===== config.mk =====
export PLATFORM = sky130hd
export DESIGN_NAME = microwire_eeprom_slave_core
export DESIGN_NICKNAME = d
export VERILOG_FILES = /design/src/hdl/mweep_pkg.sv /design/src/hdl/mweep_ctrl.sv /design/src/hdl/mweep_dp.sv /design/src/hdl/microwire_eeprom_slave_core.sv
export SDC_FILE = /design/constraint.sdc
export NUM_CORES = 2
export LEC_CHECK = 0
export BUFFER_PORTS_ARGS = -buffer_cell sky130_fd_sc_hd__buf_2
export CORE_MARGIN = 2
export CORE_UTILIZATION = 30
export CTS_CLUSTER_SIZE = 30
export DETAILED_ROUTE_END_ITERATION = 6
export GPL_ROUTABILITY_DRIVEN = 1
export GPL_TIMING_DRIVEN = 0
export PLACE_DENSITY = 0.44
export REMOVE_ABC_BUFFERS = 1
export SYNTH_ARGS = -nofsm -noshare
export SYNTH_HDL_FRONTEND = slang
export SYNTH_SLANG_ARGS = --single-unit

===== constraint.sdc =====
create_clock -name clock -period 4.8 [get_ports clock]
set_clock_uncertainty 0.05 [all_clocks]
set_input_delay 0 -clock clock [delete_from_list [all_inputs] [get_ports clock]]
set_output_delay 0 -clock clock [all_outputs]
set_load 0.01 [all_outputs]

===== src/hdl/mweep_pkg.sv =====
// Shared constants and control types for the Microwire EEPROM slave core.
package mweep_pkg;

   // Pin snapshot layout
   localparam int PIN_W   = 8;
   localparam int PIN_SEL = 7;
   localparam int PIN_CLK = 6;
   localparam int PIN_DIN = 1;
   localparam int RSP_W   = 8;

   // Datapath widths
   localparam int WORD_W    = 16;
   localparam int ADDR_W    = 8;
   localparam int RAW_IDX_W = 7;
   localparam int CNT_W     = 5;
   localparam int PHASE_W   = 3;
   localparam int OPC_W     = 2;

   localparam logic [WORD_W-1:0] ERASED_WORD = 16'hFFFF;

   // Bit counts that close each field
   localparam logic [CNT_W-1:0] OPC_BITS  = 5'd2;
   localparam logic [CNT_W-1:0] ADDR_BITS = 5'd8;
   localparam logic [CNT_W-1:0] DATA_BITS = 5'd16;
   localparam logic [CNT_W-1:0] DUMMY_BITS = 5'd1;

   // Protocol phases
   localparam logic [PHASE_W-1:0] PH_WAIT    = 3'd0;
   localparam logic [PHASE_W-1:0] PH_OPCODE  = 3'd1;
   localparam logic [PHASE_W-1:0] PH_ADDRESS = 3'd2;
   localparam logic [PHASE_W-1:0] PH_DATA    = 3'd3;
   localparam logic [PHASE_W-1:0] PH_READING = 3'd4;
   localparam logic [PHASE_W-1:0] PH_PENDING = 3'd5;

   // Opcodes
   localparam logic [OPC_W-1:0] OPC_EXT   = 2'd0;
   localparam logic [OPC_W-1:0] OPC_WRITE = 2'd1;
   localparam logic [OPC_W-1:0] OPC_READ  = 2'd2;
   localparam logic [OPC_W-1:0] OPC_ERASE = 2'd3;

   // Extended opcodes, from the top two address bits
   localparam logic [1:0] EXT_WDS  = 2'd0;
   localparam logic [1:0] EXT_WRAL = 2'd1;
   localparam logic [1:0] EXT_ERAL = 2'd2;
   localparam logic [1:0] EXT_WEN  = 2'd3;

   // Controller to datapath commands
   typedef struct packed {
      logic load;
      logic reduce;
      logic update;
      logic push;
   } ctrl_cmd_type;

   // Datapath to controller status
   typedef struct packed {
      logic idx_ok;
   } ctrl_status_type;

endpackage


===== src/hdl/mweep_ctrl.sv =====
// Sequencer that steps each pin request through index reduction, update and output.
module mweep_ctrl
   import mweep_pkg::*;
(
   input  logic            clock,
   input  logic            reset,
   input  logic            req_tvalid,
   output logic            req_tready,
   output logic            rsp_tvalid,
   input  logic            rsp_tready,
   input  ctrl_status_type status,
   output ctrl_cmd_type    cmd
);

   localparam logic [1:0] ST_IDLE   = 2'd0;
   localparam logic [1:0] ST_REDUCE = 2'd1;
   localparam logic [1:0] ST_UPDATE = 2'd2;
   localparam logic [1:0] ST_PUSH   = 2'd3;

   logic [1:0] state_ff, state_in;
   logic       rsp_valid_ff, rsp_valid_in;
   logic       out_free;

   assign req_tready = (state_ff == ST_IDLE);
   assign rsp_tvalid = rsp_valid_ff;
   assign out_free   = !rsp_valid_ff || rsp_tready;

   // Decode commands from the current state
   always_comb begin
      cmd.load   = req_tvalid && (state_ff == ST_IDLE);
      cmd.reduce = (state_ff == ST_REDUCE) && !status.idx_ok;
      cmd.update = (state_ff == ST_UPDATE);
      cmd.push   = (state_ff == ST_PUSH) && out_free;
   end

   // Advance the sequencer
   always_comb begin
      state_in = state_ff;
      case (state_ff)
         ST_IDLE: begin
            if (req_tvalid) state_in = ST_REDUCE;
         end
         ST_REDUCE: begin
            if (status.idx_ok) state_in = ST_UPDATE;
         end
         ST_UPDATE: begin
            state_in = ST_PUSH;
         end
         ST_PUSH: begin
            if (out_free) state_in = ST_IDLE;
         end
         default: begin
            state_in = ST_IDLE;
         end
      endcase
   end

   // Hold the result valid until taken
   always_comb begin
      rsp_valid_in = rsp_valid_ff;
      if (cmd.push) begin
         rsp_valid_in = 1'b1;
      end else if (rsp_tready) begin
         rsp_valid_in = 1'b0;
      end
   end

   always_ff @(posedge clock) begin
      if (reset) begin
         state_ff     <= ST_IDLE;
         rsp_valid_ff <= 1'b0;
      end else begin
         state_ff     <= state_in;
         rsp_valid_ff <= rsp_valid_in;
      end
   end

endmodule


===== src/hdl/mweep_dp.sv =====
// Datapath: protocol registers, word store with valid bits and the result register.
module mweep_dp
   import mweep_pkg::*;
#(
   parameter int WORD_COUNT = 128
)
(
   input  logic             clock,
   input  logic             reset,
   input  logic [PIN_W-1:0] pins,
   input  ctrl_cmd_type     cmd,
   output ctrl_status_type  status,
   output logic             rsp_bit
);

   localparam int IDX_W = $clog2(WORD_COUNT);
   localparam logic [RAW_IDX_W:0] COUNT_EXT = (RAW_IDX_W + 1)'(WORD_COUNT);

   // Latched request pins
   logic sel_ff, clk_ff, din_ff;

   // Protocol state
   logic               prev_sel_ff, prev_sel_in;
   logic               prev_clk_ff, prev_clk_in;
   logic               idle_ff, idle_in;
   logic [PHASE_W-1:0] phase_ff, phase_in;
   logic [WORD_W-1:0]  shift_ff, shift_in;
   logic [CNT_W-1:0]   count_ff, count_in;
   logic [OPC_W-1:0]   opc_ff, opc_in;
   logic [ADDR_W-1:0]  addr_ff, addr_in;
   logic               wen_ff, wen_in;
   logic               dout_ff, dout_in;

   // Store: words, per-word valid bits, value of words not written since last fill
   logic [WORD_W-1:0]     word_mem_ff [WORD_COUNT];
   logic [WORD_COUNT-1:0] valid_ff;
   logic [WORD_W-1:0]     base_ff;
   logic [RAW_IDX_W-1:0]  idx_ff;
   logic [WORD_W-1:0]     rd_word_ff;
   logic                  rd_vld_ff;
   logic                  rsp_bit_ff;

   logic              commit, fill;
   logic [WORD_W-1:0] fill_val;
   logic [WORD_W-1:0] mem_word;

   assign status.idx_ok = ({1'b0, idx_ff} < COUNT_EXT);
   assign mem_word      = rd_vld_ff ? rd_word_ff : base_ff;
   assign rsp_bit       = rsp_bit_ff;

   // Apply one pin snapshot: select edge, then rising clock, then falling clock
   always_comb begin
      prev_sel_in = sel_ff;
      prev_clk_in = clk_ff;
      idle_in     = idle_ff;
      phase_in    = phase_ff;
      shift_in    = shift_ff;
      count_in    = count_ff;
      opc_in      = opc_ff;
      addr_in     = addr_ff;
      wen_in      = wen_ff;
      dout_in     = dout_ff;
      commit      = 1'b0;
      fill        = 1'b0;
      fill_val    = ERASED_WORD;

      // Select rising: commit a pending write or arm for a start bit
      if (!prev_sel_ff && sel_ff) begin
         if (phase_ff == PH_PENDING) begin
            commit  = wen_ff;
            phase_in = PH_WAIT;
            dout_in = 1'b1;
         end else begin
            idle_in  = 1'b1;
            phase_in = PH_WAIT;
         end
      end

      // Rising clock: shift in start, opcode, address and data
      if (!prev_clk_ff && clk_ff) begin
         if (idle_in && din_ff) begin
            idle_in  = 1'b0;
            phase_in = PH_OPCODE;
         end else begin
            case (phase_in)
               PH_OPCODE: begin
                  shift_in = {shift_in[WORD_W-2:0], din_ff};
                  count_in = count_in + 1'b1;
                  if (count_in == OPC_BITS) begin
                     opc_in   = shift_in[OPC_W-1:0];
                     count_in = '0;
                     phase_in = PH_ADDRESS;
                  end
               end
               PH_ADDRESS: begin
                  shift_in = {shift_in[WORD_W-2:0], din_ff};
                  count_in = count_in + 1'b1;
                  if (count_in == ADDR_BITS) begin
                     addr_in  = shift_in[ADDR_W-1:0];
                     count_in = '0;
                     phase_in = PH_DATA;
                     if (opc_in == OPC_EXT) begin
                        if (addr_in[7:6] == EXT_WDS) begin
                           wen_in   = 1'b0;
                           phase_in = PH_WAIT;
                        end else if (addr_in[7:6] == EXT_WEN) begin
                           wen_in   = 1'b1;
                           phase_in = PH_WAIT;
                        end
                     end
                  end
               end
               PH_DATA: begin
                  shift_in = {shift_in[WORD_W-2:0], din_ff};
                  count_in = count_in + 1'b1;
                  case (opc_in)
                     OPC_EXT: begin
                        if (count_in == DATA_BITS) begin
                           case (addr_in[7:6])
                              EXT_WDS: begin
                                 wen_in   = 1'b0;
                                 phase_in = PH_WAIT;
                              end
                              EXT_WRAL: begin
                                 fill     = wen_in;
                                 fill_val = shift_in;
                                 phase_in = PH_PENDING;
                              end
                              EXT_ERAL: begin
                                 fill     = wen_in;
                                 phase_in = PH_PENDING;
                              end
                              default: begin
                                 wen_in   = 1'b1;
                                 phase_in = PH_WAIT;
                              end
                           endcase
                           count_in = '0;
                        end
                     end
                     OPC_WRITE: begin
                        if (count_in == DATA_BITS) begin
                           count_in = '0;
                           phase_in = PH_PENDING;
                           dout_in  = 1'b0;
                        end
                     end
                     OPC_READ: begin
                        if (count_in == DUMMY_BITS) begin
                           shift_in = mem_word;
                           phase_in = PH_READING;
                           count_in = '0;
                        end
                     end
                     default: begin
                        if (count_in == DATA_BITS) begin
                           count_in = '0;
                           shift_in = ERASED_WORD;
                           phase_in = PH_PENDING;
                           dout_in  = 1'b0;
                        end
                     end
                  endcase
               end
               default: begin
               end
            endcase
         end
      end

      // Falling clock while reading: shift out MSB first
      if (prev_clk_ff && !clk_ff && (phase_in == PH_READING)) begin
         dout_in  = shift_in[WORD_W-1];
         shift_in = {shift_in[WORD_W-2:0], 1'b0};
         count_in = count_in + 1'b1;
         if (count_in == DATA_BITS) begin
            count_in = '0;
            phase_in = PH_WAIT;
         end
      end
   end

   // Control state and valid bits
   always_ff @(posedge clock) begin
      if (reset) begin
         prev_sel_ff <= 1'b0;
         prev_clk_ff <= 1'b0;
         idle_ff     <= 1'b0;
         phase_ff    <= PH_WAIT;
         shift_ff    <= '0;
         count_ff    <= '0;
         opc_ff      <= OPC_EXT;
         addr_ff     <= '0;
         wen_ff      <= 1'b0;
         dout_ff     <= 1'b0;
         valid_ff    <= '0;
         base_ff     <= ERASED_WORD;
      end else if (cmd.update) begin
         prev_sel_ff <= prev_sel_in;
         prev_clk_ff <= prev_clk_in;
         idle_ff     <= idle_in;
         phase_ff    <= phase_in;
         shift_ff    <= shift_in;
         count_ff    <= count_in;
         opc_ff      <= opc_in;
         addr_ff     <= addr_in;
         wen_ff      <= wen_in;
         dout_ff     <= dout_in;
         if (fill) begin
            valid_ff <= '0;
            base_ff  <= fill_val;
         end else if (commit) begin
            valid_ff[idx_ff[IDX_W-1:0]] <= 1'b1;
         end
      end
   end

   // Latch pins, reduce the word index modulo the store depth and load the result bit
   always_ff @(posedge clock) begin
      if (cmd.load) begin
         sel_ff <= pins[PIN_SEL];
         clk_ff <= pins[PIN_CLK];
         din_ff <= pins[PIN_DIN];
         idx_ff <= addr_ff[RAW_IDX_W-1:0];
      end else if (cmd.reduce) begin
         idx_ff <= idx_ff - COUNT_EXT[RAW_IDX_W-1:0];
      end
      if (cmd.push) begin
         rsp_bit_ff <= dout_ff;
      end
   end

   // Word store: one write port, one registered read port
   always_ff @(posedge clock) begin
      if (cmd.update && commit) begin
         word_mem_ff[idx_ff[IDX_W-1:0]] <= shift_ff;
      end
      rd_word_ff <= word_mem_ff[idx_ff[IDX_W-1:0]];
      rd_vld_ff  <= valid_ff[idx_ff[IDX_W-1:0]];
   end

endmodule


===== src/hdl/microwire_eeprom_slave_core.sv =====
// Top level of the Microwire serial EEPROM slave: sequencer plus datapath.
// Each pin request steps through accept, index check, update and result load; the index
// check subtracts WORD_COUNT and repeats until the word index is below WORD_COUNT.
// The sequencer's four states take one request at a time; the result load waits for a free
// output register, but the next request is taken while a result still waits in it.
// Reset clears all control state and the per-word valid bits, so the store reads as
// erased at once; no clearing pass. Write-all and erase-all also finish in one update.
module microwire_eeprom_slave_core
   import mweep_pkg::*;
#(
   parameter int WORD_COUNT = 128
)
(
   input  logic             clock,
   input  logic             reset,
   input  logic             req_tvalid,
   output logic             req_tready,
   input  logic [PIN_W-1:0] req_tdata,   // [7:0] pin_levels
   output logic             rsp_tvalid,
   input  logic             rsp_tready,
   output logic [RSP_W-1:0] rsp_tdata    // [0] data_out, [7:1] zero
);

   ctrl_cmd_type    ctrl_cmd;
   ctrl_status_type ctrl_status;
   logic            rsp_bit;

   mweep_ctrl u_ctrl (
      .clock      (clock),
      .reset      (reset),
      .req_tvalid (req_tvalid),
      .req_tready (req_tready),
      .rsp_tvalid (rsp_tvalid),
      .rsp_tready (rsp_tready),
      .status     (ctrl_status),
      .cmd        (ctrl_cmd)
   );

   mweep_dp #(
      .WORD_COUNT (WORD_COUNT)
   ) u_dp (
      .clock   (clock),
      .reset   (reset),
      .pins    (req_tdata),
      .cmd     (ctrl_cmd),
      .status  (ctrl_status),
      .rsp_bit (rsp_bit)
   );

   assign rsp_tdata = {{(RSP_W-1){1'b0}}, rsp_bit};

   // An accepted request blocks the input for the next cycle
   a_accept_blocks: assert property (@(posedge clock) disable iff (reset)
      (req_tvalid && req_tready) |=> !req_tready)
      else $error("request accepted back to back");

   // The update step never overlaps request acceptance
   a_update_busy: assert property (@(posedge clock) disable iff (reset)
      ctrl_cmd.update |-> !req_tready)
      else $error("update while accepting a request");

   // A result appears only after a result load
   a_rsp_from_push: assert property (@(posedge clock) disable iff (reset)
      $rose(rsp_tvalid) |-> $past(ctrl_cmd.push))
      else $error("result valid without a load");

   // No request is loaded in the cycle right after an update
   a_push_after_update: assert property (@(posedge clock) disable iff (reset)
      ctrl_cmd.update |=> !ctrl_cmd.load)
      else $error("request loaded right after update");

endmodule


# Word level (Yosys, flattened, before mapping)
# Memories as Yosys holds them, arrays and structs flattened. A register that Yosys moved wholly into a read port is not among the register bits.
# Cells that the tools add are included.
# op_classes
n_reduce_logical	31
bitwise	2
eq_ne	26
mux	81
n_lt_le_gt_ge	2
add_sub_neg	2
# op_table
cell	count
$mux 128	2
$mux 16	12
$or 128x128->128	1
$pmux 16 s2	2
$mux 5	9
$mux 3	13
$mux 1	32
$pmux 5 s3	1
$add 5x1->5 const B	2
$eq 2x2->1 const B	5
$eq 5x5->1 const B	2
$ne 2x1->1 const B	5
$reduce_and 10->1	1
$reduce_and 5->1	2
$logic_and 1x1->1	9
$pmux 3 s3	1
$logic_not 2->1	4
$lt 7x8->1 const B	1
$pmux 2 s4	1
$reduce_or 2->1	4
$bmux 1 s7	1
$demux 1 s7	1
$ge 7x1->1 const B	1
$eq 2x1->1 const B	3
other kinds (16)	29
# word_totals
regBits	198
inputBits	12
elab_cells	165
out_inout_bits	10
mem_count	1
mem_bits_rw	2048
# memory_table
memory	depth	word_bits	read_ports	rd_clocked_by_memory_dff	write_ports	line_no	rtl
u_dp.word_mem_ff	128	16	1	1	1	mweep_dp.sv:35	logic [WORD_W-1:0] word_mem_ff [WORD_COUNT];

# Logic depth before layout (Yosys ltp)
# depth
ltp_word	11
mapped_depth	14
mapped_depth_nobuf	14

# Modules after synthesis
# From an unflattened synthesis, not the netlist that was laid out.
# hier_totals
hier_cells	5244
hier_area_um2	85415.7
# modules_own_cells
module	instances	seq_area_each_um2	area_each_um2	cells_per_inst
mweep_dp	1	65833.1	85122.9	5210
mweep_ctrl	1	60.1	229.0	25
microwire_eeprom_slave_core	1	0.0	63.8	9

# Worst setup path after synthesis
# OpenSTA, ideal clock, no wires.
# synth_timing
path_kind	register -> register
startpoint	register u_dp.idx_ff[1]
endpoint	memory u_dp.word_mem_ff[100][0] (enable)
path_stages_with_launch	11
period_less_slack_ps	3354
arrival_time_ps	2915
setup_ps	388
n_path_buf	7
path_slack_ps	1446
t_required_ps	4362
cell_sequence	edfxtp_1 buf_2 nor3_2 buf_2 buf_4 buf_4 buf_2 buf_2 nand2_1 clkbuf_1 nor2_1
# synth_rtl
item	line_no	rtl
from (decl)	mweep_dp.sv:38	logic [RAW_IDX_W-1:0] idx_ff;
from (signal assigned)	mweep_dp.sv:224	idx_ff <= addr_ff[RAW_IDX_W-1:0];
from (signal assigned)	mweep_dp.sv:226	idx_ff <= idx_ff - COUNT_EXT[RAW_IDX_W-1:0];
to (decl)	mweep_dp.sv:35	
# No word-level cell before the write port.

==> impl_results.md <==
* CTS Sinks at around 2.3k
* First-pass GRT wire length at 395 mm
* CTS tree: built
* Total wire length at 283 mm
* Slew HR at 2.88%
* Max clock buf depth at 3
* Largest net degree at the start of global routing at 78
* Reported net switching power at 12.8 mW
* Fraction of layout cells with a size suffix above 1 at 16.4%
* Die X-Extent at around 530 µm
* Most frequent cells in the layout: edfxtp_1 (2059), a22oi_1 (596), clkbuf_16 (238), a221oi_1 (232), nor2_1 (216)
* H-tree depth at 4
* Status: finished clean
* Gate power share at between 10% and 20%
* Gpl congestion at a little over 0.8
* Clk_lat worst skew at approximately 880 ps
* Largest area contributor in the netlist: edfxtp_1
* Min Hold Slack at ~63 ps
* Seq/Total Area, Yosys at slightly below 80%
* Cell Area, Synth at between 80000 and 90000 µm²
* Top FF cell, synth: edfxtp_1
* Leakage power at approximately 32 nW
* Total power draw at around 47 mW
* Mapped Cells at slightly above 5k
* Final Max Slew Viols at 0
* Crit path launch type: flip-flop
* Layout Nets at around 5.3k
* Post-DP HPWL at 182 mm
* Drt via density at roughly 5.5
* Slew @ Worst Pin at between 1000 and 1500 ps
* CTS Buf Count at roughly 230
* Iter 0 DRT Violations at around 5.7k
* Req. time, crit path at between 5000 and 6000 ps
* Ys async rst share at 0%
* Commonest non-fill, non-tap cell in the layout: edfxtp_1
* Net Sw Frac at a little over a quarter
* Synth Warn # at 0
* Post-layout util at a little over a third
* Synth top area share at between 70 and 80%
* Clock power share at 37.8%
* Area of the die at between 200000 and 300000 µm²
* Initial Util at 30.1%
* Clk slew on worst S/H paths at approximately 60 ps
* Pwr Density at 459 nW/µm²
* Vias in the first global route at ~48k
* IO Count at 22
* Clock root cell: clkbuf_16
* Die height at 534 µm
* Internal power contribution at 33.9 mW
* RSZ-0062 raised after global routing: false
* DRT Pass-1 Iters at 5
* Arr. time, crit path at approximately 5500 ps
* Antenna violations before repair at 9
* Register bit total from synthesis at ~2.3k
* EDFF count, synth at roughly 2.1k
* Mean Syn Cell Area at about 17 µm²
* HP Class: in2reg
* Setup TNS at 0 ps
* Netlist cell types at just over 80
* Post-DRT Antenna Nets at 0
* Fmax at 209 MHz
* Min cycle time layout at roughly 4800 ps
* Core Region at roughly 280000 µm²
* Vias post-DR at about 50k
* Reported max-cap violation count at 0
* CP max FO at between 50 and 60
* Peak VDD IR at 0.000452 V
* Per-cell routed wire length at about 31 µm
* Grt ovf at 0
* Final setup vio count at 0
* # DRC at 0
* GRT Total Usage at approximately a fifth
* Fin crit share at about 100%
* Row count at around 190
* Kind of critical path: reg2reg
* Top cells by area, synth: edfxtp_1 (73%), a22oi_1 (5.3%), dfxtp_1 (4.8%)
* Setup crit end kind: flip-flop
* Final hold vios at 0
* Reg power frac at 46.4%
* Buffers on Ports at 9
* Layout area overhead at 20.8%
worst paths after layout:
path	to	cells past startpoint	slack, ps	start
max	u_dp.rd_word_ff[15]$_DFF_P_	13	10	u_dp.idx_ff[1]$_DFFE_PP_
min	u_ctrl.state_ff[1]$_SDFFE_PP0P_	5	60	req_tvalid
max reg2reg	u_dp.rd_word_ff[15]$_DFF_P_	13	10	u_dp.idx_ff[1]$_DFFE_PP_
min reg2reg	u_dp.idx_ff[3]$_DFFE_PP_	0	380	u_dp.addr_ff[3]$_SDFFE_PP0P_
kinds of logic after synthesis:
family	after synthesis	synth area share (%)
buffers and inverters	398	2.16
XOR/XNOR	2	0.0208
adder cells (fa/ha/maj)	12	0.178
AND/OR/NAND/NOR	713	3.91
AO/OA/AOI/OAI	1590	14.4
flip-flops	2262	78.2
other	1	0.00445
multiplexers	82	1.05
layer usage:
layer | part of all wire (%) | vias to the layer above | global-route usage [%]
li1 | - | 21300 | -
met1 | 44 | 26600 | 27.6
met2 | 46 | 1851 | 30.6
met3 | 6.4 | 353 | 3.09
met4 | 2.7 | 2 | 5.38
met5 | 0.0046 | - | 0
cell type report:
| type | count | area, µm² |
|---|---|---|
| Tap cell | 3724 | 4660 |
| Inverter | 21 | 81.3 |
| Multi-Input combinational cell | 2406 | 17100 |
| Sequential cell | 2262 | 66000 |
| Antenna cell | 5 | 12.5 |
| Clock buffer | 306 | 6290 |
| Timing Repair Buffer | 339 | 6530 |
| Fill cell | 26000 | 178000 |
| Clock inverter | 129 | 1060 |
state kept, by name (all words and copies together), names as in the netlist, 2 cells and up:
signal / cells
u_dp.word_mem_ff: 2048
u_dp.valid_ff: 128
u_dp.base_ff: 16
u_dp.rd_word_ff: 16
u_dp.shift_ff: 16
u_dp.addr_ff: 8
u_dp.idx_ff: 7
u_dp.count_ff: 5
u_dp.phase_ff: 3
u_ctrl.state_ff: 2
u_dp.opc_ff: 2
cell usage after synthesis (all sizes together) (57+ instances only):
cell	n
nand2	121
clkbuf	133
a21oi	58
nor2	350
a31oi	162
a22oi	597
dfxtp	203
o21a	128
mux2i	57
buf	244
nand4	84
a221oi	235
o21ai	73
edfxtp	2059
a22o	201
power by group through the flow:
stage,registers [mW],clock network (mW),logic (mW)
global route,21.7,18.7,7.71
global placement,22.5,0,5.87
CTS,21.6,18.0,7.39
finish,21.7,17.6,7.41
floorplan,22.1,0,3.16
detailed placement,22.1,0,7.28
through the flow:
stage	cells	setup slack, ps	instance area (µm²)
after global routing	9187	2.81	102000
after global placement	8422	-55750	87200
after CTS	9187	16.1	102000
after floorplan	4689	-16630	82500
after detailed placement	8733	-745	94100
final	9192	10.7	102000
worst max-delay path, cell delays in order (launching register included):
cell and delay, ps:
edfxtp_1 520, buf_16 210, inv_2 230, buf_16 250, and2_4 290, buf_16 260
buf_16 220, buf_16 240, a221oi_2 300, a31oi_1 180, or4_1 720, nor3_4 330
o211ai_1 240, a221o_1 390
timing repair:
item | in CTS | in global routing
endpoints found under the setup margin | 21 | 1
setup buffers | 7 | 0
pin swaps | 1 | 0
hold endpoints to repair | 56 | 0
hold buffers | 12 | 0
gates resized for setup | 20 | 1
No activity file was read; power rests on OpenSTA's default activity.
